**config.mk**
```make
export PLATFORM = sky130hd
export DESIGN_NAME = terminal_control_code_interpreter
export DESIGN_NICKNAME = d
export VERILOG_FILES = /design/src/hdl/tcci_pkg.sv /design/src/hdl/tcci_front.sv /design/src/hdl/tcci_queue.sv /design/src/hdl/tcci_back.sv /design/src/hdl/terminal_control_code_interpreter.sv
export SDC_FILE = /design/constraint.sdc
export NUM_CORES = 1
export LEC_CHECK = 0
export BUFFER_PORTS_ARGS = -buffer_cell sky130_fd_sc_hd__buf_2
export CAP_MARGIN = 20
export CORE_MARGIN = 2
export CORE_UTILIZATION = 40
export CTS_BUF_LIST = sky130_fd_sc_hd__clkbuf_8
export DETAILED_ROUTE_END_ITERATION = 12
export PLACE_DENSITY = 0.53
export SLEW_MARGIN = 15
export SYNTH_ARGS = -nofsm -noshare
export SYNTH_HDL_FRONTEND = slang
export SYNTH_SLANG_ARGS = --single-unit
```
**constraint.sdc**
```tcl
create_clock -name clk -period 9.45 [get_ports clk]
set_input_delay 0 -clock clk [delete_from_list [all_inputs] [get_ports clk]]
set_output_delay 0 -clock clk [all_outputs]
set_load 0.02 [all_outputs]
```
**src/hdl/tcci_pkg.sv**
```systemverilog
// ----------------------------------------------------------------------------
// tcci_pkg
// Shared types and constants of the terminal control code interpreter.
// ----------------------------------------------------------------------------
package tcci_pkg;

	// Screen geometry limits and tab spacing
	localparam int MAX_COLUMNS = 128;
	localparam int MAX_ROWS    = 64;
	localparam int TAB_WIDTH   = 8;

	localparam int COL_W  = $clog2(MAX_COLUMNS);
	localparam int ROW_W  = $clog2(MAX_ROWS);
	localparam int TAB_W  = COL_W + 2;
	localparam int CMP_W  = 9;

	// Configuration register widths and indexes
	localparam int CFG_DATA_W  = 8;
	localparam int CFG_INDEX_W = 2;
	localparam int COLS_CFG_W  = 8;
	localparam int ROWS_CFG_W  = 7;

	localparam logic [CFG_INDEX_W-1:0] REG_SCREEN_COLUMNS = 2'd0;
	localparam logic [CFG_INDEX_W-1:0] REG_SCREEN_ROWS    = 2'd1;
	localparam logic [CFG_INDEX_W-1:0] REG_OVERWRITE_MODE = 2'd2;

	// Frame-buffer operation codes
	localparam logic [2:0] OP_WRITE_CHAR   = 3'd0;
	localparam logic [2:0] OP_CLEAR_LINE   = 3'd1;
	localparam logic [2:0] OP_INSERT_LINE  = 3'd2;
	localparam logic [2:0] OP_DELETE_LINE  = 3'd3;
	localparam logic [2:0] OP_CLEAR_SCREEN = 3'd4;
	localparam logic [2:0] OP_CLEAR_EOL    = 3'd5;
	localparam logic [2:0] OP_BELL         = 3'd6;

	// Control characters (seven-bit)
	localparam logic [6:0] CH_NUL      = 7'h00;
	localparam logic [6:0] CH_INS_LINE = 7'h01;
	localparam logic [6:0] CH_DEL_LINE = 7'h02;
	localparam logic [6:0] CH_SO_ON    = 7'h05;
	localparam logic [6:0] CH_SO_OFF   = 7'h06;
	localparam logic [6:0] CH_BELL     = 7'h07;
	localparam logic [6:0] CH_BS       = 7'h08;
	localparam logic [6:0] CH_TAB      = 7'h09;
	localparam logic [6:0] CH_LF       = 7'h0A;
	localparam logic [6:0] CH_UP       = 7'h0B;
	localparam logic [6:0] CH_CLEAR    = 7'h0C;
	localparam logic [6:0] CH_CR       = 7'h0D;
	localparam logic [6:0] CH_FWD      = 7'h18;
	localparam logic [6:0] CH_EOL      = 7'h19;
	localparam logic [6:0] CH_ESC      = 7'h1B;
	localparam logic [6:0] CH_EQUALS   = 7'h3D;
	localparam logic [6:0] ADDR_BIAS   = 7'd32;

	// Effective screen limits handed to the front end
	typedef struct packed {
		logic [COL_W-1:0] last_col;
		logic [ROW_W-1:0] last_row;
		logic             overwrite;
	} limits_t;

	// One frame-buffer operation
	typedef struct packed {
		logic [2:0]       operation;
		logic [ROW_W-1:0] row;
		logic [COL_W-1:0] column;
		logic [6:0]       glyph;
		logic             highlight;
	} fb_op_t;

	// Everything one input word produces
	typedef struct packed {
		fb_op_t first;
		fb_op_t second;
		logic   two;
	} run_t;

endpackage

```
**src/hdl/tcci_front.sv**
```systemverilog
// ----------------------------------------------------------------------------
// tcci_front
// Decodes input words, tracks cursor and escape state, builds operation runs.
// ----------------------------------------------------------------------------
module tcci_front
	import tcci_pkg::*;
(
	input  logic       clk,
	input  logic       arst_n,
	input  limits_t    limits,
	input  logic [7:0] data_byte,
	input  logic       byte_valid,
	output logic       byte_ready,
	input  logic       queue_full,
	output logic       push,
	output run_t       push_run
);

	localparam logic [1:0] ESC_IDLE = 2'd0;
	localparam logic [1:0] ESC_SEEN = 2'd1;
	localparam logic [1:0] ESC_ROW  = 2'd2;
	localparam logic [1:0] ESC_COL  = 2'd3;
	localparam int NUM_STOPS = MAX_COLUMNS / TAB_WIDTH + 1;

	logic [ROW_W-1:0] cursor_row_q, pending_row_q;
	logic [COL_W-1:0] cursor_col_q;
	logic             standout_q;
	logic [1:0]       phase_q;

	logic [6:0]       b;
	logic [ROW_W-1:0] r0, p0, lf_row, nxt_row, nxt_pend;
	logic [COL_W-1:0] c0, c1, c2, nxt_col, tab_col;
	logic             nxt_so, lf_emit;
	logic [1:0]       nxt_phase;
	logic [1:0]       cnt;
	fb_op_t           op_a, op_b, lf_op;
	logic [TAB_W-1:0] tab_stop;
	logic [CMP_W-1:0] addr, row_addr_c, col_addr_c;
	logic             accept;

	assign b          = data_byte[6:0];
	assign byte_ready = !queue_full;
	assign accept     = byte_valid && byte_ready;

	// Pull a cursor left outside a shrunk screen back onto it
	assign r0 = (cursor_row_q > limits.last_row) ? limits.last_row : cursor_row_q;
	assign p0 = (pending_row_q > limits.last_row) ? limits.last_row : pending_row_q;
	assign c0 = (cursor_col_q > limits.last_col) ? limits.last_col : cursor_col_q;

	assign c1 = (c0 < limits.last_col) ? c0 + 1'b1 : c0;
	assign c2 = (c1 < limits.last_col) ? c1 + 1'b1 : c1;

	// Address byte less the bias, clamped against each limit
	assign addr       = (b < ADDR_BIAS) ? '0 : CMP_W'(b - ADDR_BIAS);
	assign row_addr_c = (addr > CMP_W'(limits.last_row)) ? CMP_W'(limits.last_row) : addr;
	assign col_addr_c = (addr > CMP_W'(limits.last_col)) ? CMP_W'(limits.last_col) : addr;

	// Next tab stop: smallest multiple of the tab width above the column
	always_comb begin
		tab_stop = '0;
		for (int k = NUM_STOPS; k >= 1; k--) begin
			if (TAB_W'(c0) < TAB_W'(k * TAB_WIDTH)) begin
				tab_stop = TAB_W'(k * TAB_WIDTH);
			end
		end
	end
	assign tab_col = (tab_stop > TAB_W'(limits.last_col)) ? limits.last_col
		: tab_stop[COL_W-1:0];

	// Line feed from the current row
	always_comb begin
		lf_op = '0;
		if (r0 >= limits.last_row) begin
			lf_emit      = 1'b1;
			lf_row       = limits.overwrite ? '0 : limits.last_row;
			lf_op.operation = limits.overwrite ? OP_CLEAR_LINE : OP_DELETE_LINE;
		end else begin
			lf_emit      = limits.overwrite;
			lf_row       = r0 + 1'b1;
			lf_op.operation = OP_CLEAR_LINE;
			lf_op.row    = r0 + 1'b1;
		end
	end

	always_comb begin
		nxt_row   = r0;
		nxt_col   = c0;
		nxt_pend  = p0;
		nxt_so    = standout_q;
		nxt_phase = phase_q;
		cnt       = 2'd0;
		op_a      = '0;
		op_b      = '0;
		case (phase_q)
			ESC_SEEN: begin
				if (b != CH_EQUALS) begin
					nxt_phase = ESC_IDLE;
					op_a = '{OP_WRITE_CHAR, r0, c0, CH_ESC, standout_q};
					op_b = '{OP_WRITE_CHAR, r0, c1, b, standout_q};
					nxt_col = c2;
					cnt = 2'd2;
				end else begin
					nxt_phase = ESC_ROW;
				end
			end
			ESC_ROW: begin
				nxt_pend  = row_addr_c[ROW_W-1:0];
				nxt_phase = ESC_COL;
			end
			ESC_COL: begin
				nxt_row   = p0;
				nxt_col   = col_addr_c[COL_W-1:0];
				nxt_phase = ESC_IDLE;
			end
			default: begin
				case (b)
					CH_CR: nxt_col = '0;
					CH_LF: begin
						nxt_row = lf_row;
						op_a    = lf_op;
						cnt     = {1'b0, lf_emit};
					end
					CH_UP: if (r0 != '0) nxt_row = r0 - 1'b1;
					CH_CLEAR: begin
						op_a.operation = OP_CLEAR_SCREEN;
						cnt     = 2'd1;
						nxt_row = '0;
						nxt_col = '0;
					end
					CH_ESC: nxt_phase = ESC_SEEN;
					CH_TAB: nxt_col = tab_col;
					CH_BS: if (c0 != '0) nxt_col = c0 - 1'b1;
					CH_SO_ON: nxt_so = 1'b1;
					CH_SO_OFF: nxt_so = 1'b0;
					CH_BELL: begin
						op_a.operation = OP_BELL;
						cnt = 2'd1;
					end
					CH_FWD: begin
						if (c0 < limits.last_col) begin
							nxt_col = c0 + 1'b1;
						end else begin
							nxt_col = '0;
							if (r0 < limits.last_row) nxt_row = r0 + 1'b1;
						end
					end
					CH_INS_LINE: begin
						op_a = '{OP_INSERT_LINE, r0, '0, '0, 1'b0};
						cnt  = 2'd1;
					end
					CH_DEL_LINE: begin
						op_a = '{OP_DELETE_LINE, r0, '0, '0, 1'b0};
						cnt  = 2'd1;
					end
					CH_EOL: begin
						op_a = '{OP_CLEAR_EOL, r0, c0, '0, 1'b0};
						cnt  = 2'd1;
					end
					CH_NUL: ;
					default: begin
						op_a = '{OP_WRITE_CHAR, r0, c0, b, standout_q};
						if (c0 >= limits.last_col) begin
							nxt_col = '0;
							nxt_row = lf_row;
							op_b    = lf_op;
							cnt     = lf_emit ? 2'd2 : 2'd1;
						end else begin
							nxt_col = c0 + 1'b1;
							cnt     = 2'd1;
						end
					end
				endcase
			end
		endcase
	end

	assign push            = accept && (cnt != 2'd0);
	assign push_run.first  = op_a;
	assign push_run.second = op_b;
	assign push_run.two    = cnt[1];

	always_ff @(posedge clk or negedge arst_n) begin
		if (!arst_n) begin
			cursor_row_q  <= '0;
			cursor_col_q  <= '0;
			pending_row_q <= '0;
			standout_q    <= 1'b0;
			phase_q       <= ESC_IDLE;
		end else if (accept) begin
			cursor_row_q  <= nxt_row;
			cursor_col_q  <= nxt_col;
			pending_row_q <= nxt_pend;
			standout_q    <= nxt_so;
			phase_q       <= nxt_phase;
		end
	end

endmodule

```
**src/hdl/tcci_queue.sv**
```systemverilog
// ----------------------------------------------------------------------------
// tcci_queue
// Two-entry queue of operation runs between front and back end.
// ----------------------------------------------------------------------------
module tcci_queue
	import tcci_pkg::*;
(
	input  logic clk,
	input  logic arst_n,
	input  logic push,
	input  run_t push_run,
	input  logic pop,
	output run_t head,
	output logic empty,
	output logic full
);

	run_t       slot_q [2];
	logic       wr_ptr_q, rd_ptr_q;
	logic [1:0] count_q;

	assign empty = (count_q == 2'd0);
	assign full  = (count_q == 2'd2);
	assign head  = slot_q[rd_ptr_q];

	always_ff @(posedge clk) begin
		if (push) slot_q[wr_ptr_q] <= push_run;
	end

	always_ff @(posedge clk or negedge arst_n) begin
		if (!arst_n) begin
			wr_ptr_q <= 1'b0;
			rd_ptr_q <= 1'b0;
			count_q  <= 2'd0;
		end else begin
			if (push) wr_ptr_q <= !wr_ptr_q;
			if (pop) rd_ptr_q <= !rd_ptr_q;
			case ({push, pop})
				2'b10:   count_q <= count_q + 2'd1;
				2'b01:   count_q <= count_q - 2'd1;
				default: count_q <= count_q;
			endcase
		end
	end

endmodule

```
**src/hdl/tcci_back.sv**
```systemverilog
// ----------------------------------------------------------------------------
// tcci_back
// Issues queued runs one operation per word on the output channel.
// ----------------------------------------------------------------------------
module tcci_back
	import tcci_pkg::*;
(
	input  logic             clk,
	input  logic             arst_n,
	input  run_t             head,
	input  logic             empty,
	output logic             pop,
	output logic             op_valid,
	input  logic             op_ready,
	output logic [2:0]       operation,
	output logic [ROW_W-1:0] target_row,
	output logic [COL_W-1:0] target_column,
	output logic [6:0]       glyph,
	output logic             highlight,
	output logic             last_of_run
);

	fb_op_t out_op_q, second_q;
	logic   out_valid_q, out_last_q, second_valid_q;
	logic   load;

	// Output register free: either empty or its word leaves this cycle
	assign load = !out_valid_q || op_ready;
	assign pop  = load && !second_valid_q && !empty;

	always_ff @(posedge clk) begin
		if (load) begin
			if (second_valid_q) begin
				out_op_q   <= second_q;
				out_last_q <= 1'b1;
			end else begin
				out_op_q   <= head.first;
				out_last_q <= !head.two;
			end
		end
		if (pop) second_q <= head.second;
	end

	always_ff @(posedge clk or negedge arst_n) begin
		if (!arst_n) begin
			out_valid_q    <= 1'b0;
			second_valid_q <= 1'b0;
		end else if (load) begin
			out_valid_q    <= second_valid_q || !empty;
			second_valid_q <= pop && head.two;
		end
	end

	assign op_valid      = out_valid_q;
	assign operation     = out_op_q.operation;
	assign target_row    = out_op_q.row;
	assign target_column = out_op_q.column;
	assign glyph         = out_op_q.glyph;
	assign highlight     = out_op_q.highlight;
	assign last_of_run   = out_last_q;

endmodule

```
**src/hdl/terminal_control_code_interpreter.sv**
```systemverilog
// ----------------------------------------------------------------------------
// terminal_control_code_interpreter
// Dumb-terminal byte stream in, frame-buffer operations out.
// ----------------------------------------------------------------------------
// Usage:
//   Input channel byte_valid/byte_ready carries one host output word per
//   handshake; bit 7 of data_byte is ignored. Output channel op_valid/op_ready
//   carries one frame-buffer operation per word; last_of_run marks the final
//   operation caused by an input word. Words that only move the cursor, set
//   standout or step the cursor-address escape produce nothing.
//   After its input word is taken, an operation passes through the queue
//   slot, written by the front end as it decodes the word, and then the
//   back-end output register before it appears on the output. The block
//   takes one input word per cycle while the queue has space; a word that
//   causes two operations (escape without '=', write with line feed in
//   overwrite or scroll) issues them one after the other from the back end.
//   When the receiver stalls, the two-entry queue fills and byte_ready drops;
//   the front end holds its state until space returns.
//   Reset clears cursor, standout, escape state and queue, and loads the
//   screen registers with 80 columns, 24 rows and scroll mode.
//   Write screen registers through cfg_write_enable/cfg_index/cfg_data only
//   while the block is idle.
// ----------------------------------------------------------------------------
module terminal_control_code_interpreter
	import tcci_pkg::*;
(
	input  logic                   clk,
	input  logic                   arst_n,
	input  logic                   cfg_write_enable,
	input  logic [CFG_INDEX_W-1:0] cfg_index,
	input  logic [CFG_DATA_W-1:0]  cfg_data,
	input  logic                   byte_valid,
	output logic                   byte_ready,
	input  logic [7:0]             data_byte,
	output logic                   op_valid,
	input  logic                   op_ready,
	output logic [2:0]             operation,
	output logic [ROW_W-1:0]       target_row,
	output logic [COL_W-1:0]       target_column,
	output logic [6:0]             glyph,
	output logic                   highlight,
	output logic                   last_of_run
);

	logic [COLS_CFG_W-1:0] screen_columns_q;
	logic [ROWS_CFG_W-1:0] screen_rows_q;
	logic                  overwrite_q;
	limits_t               limits;

	logic push, pop, q_empty, q_full;
	run_t push_run, head;

	// Screen registers; unknown indexes are dropped
	always_ff @(posedge clk or negedge arst_n) begin
		if (!arst_n) begin
			screen_columns_q <= COLS_CFG_W'(80);
			screen_rows_q    <= ROWS_CFG_W'(24);
			overwrite_q      <= 1'b0;
		end else if (cfg_write_enable) begin
			case (cfg_index)
				REG_SCREEN_COLUMNS: screen_columns_q <= cfg_data[COLS_CFG_W-1:0];
				REG_SCREEN_ROWS:    screen_rows_q    <= cfg_data[ROWS_CFG_W-1:0];
				REG_OVERWRITE_MODE: overwrite_q      <= cfg_data[0];
				default: ;
			endcase
		end
	end

	// Effective last column and row: zero acts as one, oversize as the maximum
	always_comb begin
		if (screen_columns_q == '0) begin
			limits.last_col = '0;
		end else if (CMP_W'(screen_columns_q) > CMP_W'(MAX_COLUMNS)) begin
			limits.last_col = COL_W'(MAX_COLUMNS - 1);
		end else begin
			limits.last_col = COL_W'(CMP_W'(screen_columns_q) - CMP_W'(1));
		end
		if (screen_rows_q == '0) begin
			limits.last_row = '0;
		end else if (CMP_W'(screen_rows_q) > CMP_W'(MAX_ROWS)) begin
			limits.last_row = ROW_W'(MAX_ROWS - 1);
		end else begin
			limits.last_row = ROW_W'(CMP_W'(screen_rows_q) - CMP_W'(1));
		end
		limits.overwrite = overwrite_q;
	end

	tcci_front u_front (
		.clk        (clk),
		.arst_n     (arst_n),
		.limits     (limits),
		.data_byte  (data_byte),
		.byte_valid (byte_valid),
		.byte_ready (byte_ready),
		.queue_full (q_full),
		.push       (push),
		.push_run   (push_run)
	);

	tcci_queue u_queue (
		.clk      (clk),
		.arst_n   (arst_n),
		.push     (push),
		.push_run (push_run),
		.pop      (pop),
		.head     (head),
		.empty    (q_empty),
		.full     (q_full)
	);

	tcci_back u_back (
		.clk           (clk),
		.arst_n        (arst_n),
		.head          (head),
		.empty         (q_empty),
		.pop           (pop),
		.op_valid      (op_valid),
		.op_ready      (op_ready),
		.operation     (operation),
		.target_row    (target_row),
		.target_column (target_column),
		.glyph         (glyph),
		.highlight     (highlight),
		.last_of_run   (last_of_run)
	);

endmodule

```
* Yosys cells after proc, flatten, opt, wreduce, memory -nomap -nowiden
Memories as Yosys holds them, arrays and structs flattened.
Index checks and enable logic that the tools add are counted.
** Storage, ports and cells
- Bits in registers :: 93
- Input bits :: 23
- Memories :: 1
- Bits in writable memories :: 98
- Output and inout bits :: 27
** Memories
- u_queue.slot_q :: words 2, width 49, rd ports 1, clocked after Yosys merged registers in 0, write ports 1, line tcci_queue.sv:18 : run_t slot_q [2];
** Operators by class
- Bitwise gates (word level) :: 1
- Reduce and logical (&&, ||, !) cells :: 41
- Multiplexer cells :: 68
- $lt $le $gt $ge :: 29
- Equality and inequality tests :: 23
- $add $sub $neg :: 10
** Operators by type and width (number)
- $mux W9 :: 15
- $pmux W24 S2 :: 2
- $pmux W21 S4 :: 1
- $mux W6 :: 13
- $mux W7 :: 11
- $mux W24 :: 3
- $lt A7 B7 Y1 const B :: 8
- $eq A7 B4 Y1 const B :: 6
- $mux W21 :: 2
- $lt A7 B6 Y1 const B :: 5
- $pmux W7 S5 :: 1
- $pmux W6 S5 :: 1
- $reduce_or A11 Y1 :: 2
- $eq A7 B3 Y1 const B :: 3
- $eq A7 B5 Y1 const B :: 3
- $pmux W7 S3 :: 1
- $gt A9 B7 Y1 :: 2
- $pmux W3 S6 :: 1
- $reduce_or A15 Y1 :: 1
- $add A7 B1 Y7 const B :: 2
- $logic_not A7 Y1 :: 2
- $lt A7 B5 Y1 const B :: 2
- $lt A7 B7 Y1 :: 2
- $sub A7 B1 Y7 const B :: 2
- 44 further kinds :: 81

* Depth between registers and ports, before layout
Gate-level depths: netlist (run 1).
- Word-level depth :: 25
- Depth in mapped cells :: 34
- Mapped depth without buffers :: 32

* By module
Synthesis (run 1) repeated with hierarchy kept, for this count alone.
** Second synthesis, totals
- Cell total of the unflattened synthesis :: 1108
- Area total of the unflattened synthesis :: 12218.0 µm²
** Modules (own cells, without submodules)
- tcci_front :: area each 5230.0 µm², cells an instance 745, times used 1
- tcci_queue :: area each 3973.8 µm², cells an instance 169, times used 1
- tcci_back :: area each 1953.1 µm², cells an instance 85, times used 1
- terminal_control_code_interpreter :: area each 1061.0 µm², cells an instance 109, times used 1

* Least setup slack after synthesis (run 1)
Ideal clock, no wire load.
- Path type :: register to register
- Start point :: register screen_columns_q[0]
- End point :: register u_front.cursor_col_q[6]
- Path buffers :: 2
- Data required time :: 9.318 ns
- Stages on the path, launching flop included :: 34
- Clock period less this slack :: 7.191 ns
- Setup time :: 0.132 ns
- Arrival time :: 7.059 ns
- Setup slack :: 2.259 ns
- Path through :: dfrtp_1 -> inv_1 -> ha_1 -> or4b_4 -> o21a_1 -> o32a_1 -> buf_6 -> inv_1 -> ha_1 -> nand4_1 -> or2_2 -> a21boi_2 -> buf_2 -> mux2i_1 -> inv_1 -> ha_1 -> nand2_1 -> o21ai_0 -> or2_2 -> inv_1 -> nand2_1 -> nor3_2 -> xnor2_4 -> inv_1 -> ha_1 -> and3_1 -> a221oi_1 -> o21ai_0 -> a211oi_1 -> and2_1 -> and4b_1 -> and3b_1 -> xnor2_1 -> o22ai_1
** Between the ends
- Cells in the longest elaborated chain, start to end :: 25
** RTL lines
- from (decl) :: line terminal_control_code_interpreter.sv:45 : logic [COLS_CFG_W-1:0] screen_columns_q;
- from (signal assigned) :: line terminal_control_code_interpreter.sv:61 : REG_SCREEN_COLUMNS: screen_columns_q <= cfg_data[COLS_CFG_W-1:0];
- $sub A7 B1 Y7 or $gt A8 B8 Y1 (tied branches) :: line terminal_control_code_interpreter.sv:76, terminal_control_code_interpreter.sv:73
- $mux W7 :: line terminal_control_code_interpreter.sv:73 : end else if (CMP_W'(screen_columns_q) > CMP_W'(MAX_COLUMNS)) begin
- $mux W7 (*) :: line terminal_control_code_interpreter.sv:71 : if (screen_columns_q == '0) begin
- $gt A7 B7 Y1 :: line tcci_front.sv:48 : assign c0 = (cursor_col_q > limits.last_col) ? limits.last_col : cursor_col_q;
- $mux W7 :: line tcci_front.sv:48
- $lt A7 B7 Y1 :: line tcci_front.sv:62 : if (TAB_W'(c0) < TAB_W'(k * TAB_WIDTH)) begin
- $mux W8 :: line tcci_front.sv:62
- $mux W9 (14 in series) :: line tcci_front.sv:62
- $gt A9 B7 Y1 :: line tcci_front.sv:67 : assign tab_col = (tab_stop > TAB_W'(limits.last_col)) ? limits.last_col
- $mux W7 :: line tcci_front.sv:67
- $pmux W7 S5 :: line tcci_front.sv:116 : case (b)
- $pmux W7 S3 (*) :: line tcci_front.sv:94 : case (phase_q)
- to (signal assigned) :: line tcci_front.sv:191 : cursor_col_q <= nxt_col;
- to (decl) :: line tcci_front.sv:26 : logic [COL_W-1:0] cursor_col_q;
Mark *: on every way between the ends. The rest lies on a longest branch, timed or not.
A chain may end at the register's enable or synchronous reset.

* Worst setup path in the final report (run 1)
Same ends and word-level chain as after synthesis.

==> metrics, run 1 <==
outcome completed; Synth Register Bits 188; RR Endpoint u_front.cursor_col_q[6]; Fin Setup TNS 0 ns; Critical R2R Launch screen_columns_q[0]; largest net degree at the start of global routing 53; final RePlAce weighted congestion 0.907; Clock Latency Late Sink 0.47 ns; critical path's slowest cell a21boi_2; vias 8947; fraction of the cycle the final worst path needs 0.898; worst hold slack 0.0344 ns; min-delay worst type in -> reg; Max Fclk 118 MHz; actual slew at the worst max-slew pin 1.02 ns; Arr. time, crit path 8.83 ns; clk root buf clkbuf_8; yosys warns 0; CTS tree done; leak pwr 0.00498 uW; Layout Skew 0.0189 ns; share of layout cells above drive strength 1 0.163; number of global-route vias before repair 8868; final wirelength 31600 um; initial antenna violation count 5; initial DRC count 658; Max Slew Vio Count 0; number of hold buffers added after CTS 19; Bufs on Longest Clock Path 2; drc violations 0; critical path endpoint category register; R2R Setup Slk 0.97 ns; Layout Area Growth over Synthesis 11.3%; Top Family by Delay on Critical Path compound AO/OA/AOI/OAI gates; crit path buf inv count 6; grt ovf 0; Slew HR 0.320; Final #Nets 1279; Mapped Cells 1120; Row Count 62; CP max FO 14; Final Critical Period 8.48 ns; Routed Antenna Nets 0; Horiz. Die Dim 175 um; clk sinks 188; hold path endpoint u_front.standout_q; CP Depth 32; maxcap violations 0; Post-CTS Setup Bufs 0; met1 GRT Util 0.297; clk slew on worst S/H paths 0.12 ns; Setup crit start kind register; CP peak stage delay 0.70 ns; Initial Utilization 0.407; Hold Violations, Final 0; Post-synth EDFFs 144; Worst VDD drop 0.000130 V; mapped cell area 11700 um^2; dpl hpwl 22500 um; Routed WL per cell 20.0 um; Unique masters post-synth 85; CP required 9.80 ns; GR Util met2 0.344; number of buffers created by CTS 17; Main synth FF type edfxtp_1; H-tree levels 4; Core ar. 28800 um^2; RSZ-0062 raised after global routing no; die height 175 um; gr usage total 0.213; Synth Net Count 1215; gr busiest metal met2; Via density 5.66; pwr/cell area 396 nW/um^2; post-CTS resize count 0; CP Launch Point screen_columns_q[0]; die area 30700 um^2; r2r worst-path depth 32; IO Pins 50; Setup Viol. Count Final 0; CP Class reg -> reg; Hold Crit Start data_byte[1]; hold depth 4; Filler Cells Inserted 2733; # port buffers 48; first-pass iteration count of the detailed router 5; syn_area_per_cell 10.5 um^2; first-pass GRT wire length 50800 um; Post-synth ARST share 0.234; sequential share of the synthesized area 0.463; met3 usage 0.0383
## stage by stage
step                      utilization  power (uW)  std cells  setup slack (ns)  cell area (um^2)
after floorplan                     -        3690       1120              2.26             11700
after global placement          0.432        4590       1530              1.04             12400
after detailed placement        0.433        4610       1530             0.958             12400
after CTS                       0.453        5180       1581             0.917             13000
after global routing            0.453        5600       1582             0.179             13000
final                           0.453        5170       1582             0.966             13000
## flip-flops by register name, summed over array words and instances, names as in the netlist, 2 cells and up, named ones only
signal / flops
u_queue.slot_q: 96
u_back.second_q: 23
screen_columns_q: 8
screen_rows_q: 7
u_back.glyph: 7
u_back.target_column: 7
u_front.cursor_col_q: 7
u_back.target_row: 6
u_front.cursor_row_q: 6
u_front.pending_row_q: 6
u_back.operation: 3
u_queue.count_q: 2
## logic make-up (layout without fill, tap and decap cells)
group                    Yosys count  count (layout)  synth area share
AO/OA/AOI/OAI                    312             312             0.176
XOR/XNOR                          29              29            0.0249
adder cells (fa/ha/maj)           72              72            0.0769
buffers and inverters             95             172            0.0317
flip-flops                       188             188             0.463
multiplexers                      88              88            0.0842
other                              0               1                 0
AND/OR/NAND/NOR                  336             336             0.143
## worst register-to-register path, delay by kind of cell, from the launching register on
kind	cells	cell delay, ns
multiplexers	1	0.28
adder cells (fa/ha/maj)	4	1.21
XOR/XNOR	2	0.33
AND/OR/NAND/NOR	9	2.26
buffers and inverters	6	0.93
AO/OA/AOI/OAI	10	2.87
flip-flops	1	0.48
## final cells by class
class	instances	area, um^2	area share
Clock buffer	17	234	0.0179
Inverter	51	194	0.0149
Timing Repair Buffer	89	596	0.0457
Sequential cell	188	5430	0.417
Multi-Input combinational cell	837	5940	0.455
Tap cell	384	480	0.0369
Antenna cell	1	2.50	0.000192
Clock inverter	15	161	0.0124
## report_power, final
part	internal, uW	leakage [uW]	total (uW)	switching, uW
registers	1340	0.00189	1480	140
clock network	201	0.000204	547	346
logic	1160	0.00289	3150	1990
total	2700	0.00498	5170	2470
## Yosys cell counts (17+ instances only)
master	count	area [um^2]
clkbuf_1	34	128
nand2_1	96	360
xnor2_1	20	175
mux2_2	42	473
inv_1	45	169
dfrtp_1	40	1000
nor3_1	18	90.1
edfxtp_1	144	4320
nor2_1	76	285
mux2i_1	39	390
nand3_1	28	140
o21ai_0	93	465
a21oi_1	61	305
o22ai_1	17	106
ha_1	72	901
## cells in the final DEF (no fill, tap or decap), types with 9 or more instances in the layout
cell type,Yosys,routed
nor4_1,10,10
nor2b_1,16,15
nand2b_1,12,12
buf_4,0,22
clkbuf_8,0,17
mux2i_1,39,39
ha_1,72,72
dfrtp_1,40,39
nand3_1,28,28
edfxtp_1,144,144
buf_2,4,48
mux2_2,42,42
a211oi_1,14,14
xnor2_1,20,20
nand2_1,96,96
o22ai_1,17,17
nor2_1,76,74
and2_1,16,16
inv_1,45,46
a21oi_1,61,61
o21a_1,10,10
o221ai_1,11,11
a31oi_1,9,9
dlygate4sd3_1,0,19
a21o_1,14,14
o211ai_1,14,14
nand4_1,13,13
nor3_1,18,17
o21ai_0,93,93
## metal layers
metal,part of all wire,up-vias,wire [um]
met5,0.0018,-,57
met4,0.014,8,445
met3,0.052,41,1650
met2,0.47,243,14700
met1,0.47,4287,14700
li1,-,4368,-
## worst max-delay path by stage
stage,to
floorplan,u_front.cursor_col_q[6]
finish,u_front.cursor_col_q[6]
global placement,u_front.cursor_col_q[6]
global route,u_front.cursor_col_q[6]
CTS,u_front.cursor_col_q[6]
detailed placement,u_front.cursor_col_q[6]
Note: power is estimated with default switching activity, not from simulation.
==> run 2, diff against run 1 <==
CORE_MARGIN = 1   (was 2)
==> metrics, run 2 (synthesis results as in run 1) <==
outcome completed; # port buffers 48; die area 30000 um^2; dpl hpwl 22700 um; Routed WL per cell 19.9 um; Fin Setup TNS 0 ns; Setup Viol. Count Final 0; Largest Register u_queue.slot_q; clk sinks 188; Final #Nets 1282; H-tree levels 4; number of buffers created by CTS 17; Top Family by Delay on Critical Path compound AO/OA/AOI/OAI gates; Slew HR 0.321; Via density 5.62; fraction of the cycle the final worst path needs 0.902; clk slew on worst S/H paths 0.12 ns; most common library cell in the layout ignoring fill and taps edfxtp_1; die height 173 um; vias 8906; critical path endpoint category register; RSZ-0062 raised after global routing no; Row Count 62; Max Fclk 117 MHz; final cell count without fillers 1586; first-pass iteration count of the detailed router 5; Bufs on Longest Clock Path 2; Hold Violations, Final 0; number of flip-flops in the largest register 96; Worst VDD drop 0.000128 V; CTS tree done; Cells after DPL 1532; largest net degree at the start of global routing 53; IO Pins 50; Filler Cells Inserted 2761; pre-CTS setup slack 1.02 ns; Layout Skew 0.0228 ns; top flop regs u_queue.slot_q: 96 flops, u_back.second_q: 23 flops, screen_columns_q: 8 flops; CP peak stage delay 0.67 ns; final RePlAce weighted congestion 0.890; most frequent cells in the layout 144 x edfxtp_1, 96 x nand2_1, 93 x o21ai_0; maxcap violations 0; grt ovf 0; Horiz. Die Dim 173 um; Arr. time, crit path 8.87 ns; leak pwr 0.00500 uW; Layout Area Growth over Synthesis 11.7%; CP required 9.79 ns; Post-CTS Setup Bufs 0; clk root buf clkbuf_8; critical path's slowest cell a21boi_2; area of the multi-input gates 5940 um^2; Setup crit start kind register; Core ar. 28800 um^2; crit path buf inv count 6; min-delay worst type in -> reg; number of global-route vias before repair 8696; final wirelength 31600 um; first-pass GRT wire length 49600 um; initial antenna violation count 3; Initial Utilization 0.407; Max Slew Vio Count 0; Final Critical Period 8.52 ns; gr usage total 0.214; pwr/cell area 397 nW/um^2; CP max FO 14; share of layout cells above drive strength 1 0.163; actual slew at the worst max-slew pin 1.02 ns; Routed Antenna Nets 0; Seq. cell area 5430 um^2; drc violations 0; initial DRC count 673; CP Class reg -> reg; Clock Latency Late Sink 0.47 ns; setup ws final 0.928 ns
## run 2: changes by cell type in the layout (fill, tap and decap cells not counted)
cell           previous run  this run
buf_12                    0         1
clkinv_4                  3         2
nor2b_1                  15        16
buf_4                    22        23
nor2b_2                   1         0
inv_8                     5         6
dlygate4sd3_1            19        20
diode_2                   1         2
inv_6                     3         2
clkinv_8                  3         4
## run 2: repair_timing
action / CTS / global route
resized for setup: 0 / 0
hold buffers: 20 / 0
hold endpoints to repair: 62 / 0
## run 2: path summary, 6_finish.rpt
check                               startpoint                 endpoint  slack, ns  cells after the start
hold reg to reg             u_queue.count_q[1]       u_queue.count_q[1]       0.51                      1
min in group asynchronous               arst_n      screen_columns_q[7]       0.19                      3
setup reg to reg           screen_columns_q[0]  u_front.cursor_col_q[6]       0.93                     32
max in group asynchronous               arst_n         u_queue.rd_ptr_q       8.73                      3
hold / removal                    data_byte[5]                 register       0.05                      5
setup / recovery           screen_columns_q[0]  u_front.cursor_col_q[6]       0.93                     32
## run 2: report_power, final
| part | switching (uW) | internal [uW] |
|---|---|---|
| clock | 356 | 203 |
| combinational | 1980 | 1170 |
| sequential | 142 | 1330 |
## run 2: per-stage QoR
| step | utilization | total power [uW] | area, um^2 | hold slack, ns |
|---|---|---|---|---|
| floorplan | - | 3690 | 11700 | -0.296 |
| global placement | 0.433 | 4590 | 12500 | 0.189 |
| detailed placement | 0.433 | 4620 | 12500 | 0.181 |
| CTS | 0.454 | 5200 | 13100 | 0.0202 |
| global route | 0.454 | 5600 | 13100 | 0.0357 |
| finish | 0.455 | 5190 | 13100 | 0.0477 |
## run 2: worst min-delay path, delay by kind of cell
family / cells / cell delay, ns
simple gates: 3 / 0.22
buf+inv: 1 / 0.18
compound gates: 1 / 0.08
## run 2: area by class of cell
type	instances	share of cell area
inverter	51	0.0148
clock inverter	15	0.0131
tap	384	0.0367
clock buffer	17	0.0179
timing repair buffer	92	0.0484
sequential	188	0.415
antenna	2	0.000382
multi-input combinational	837	0.454
## run 2: routing by layer
metal	global-route usage	part of all wire	vias to the layer above
met5	0	0.00073	-
met4	0.0553	0.015	4
li1	-	-	4358
met3	0.0354	0.055	36
met2	0.345	0.47	251
met1	0.298	0.46	4257
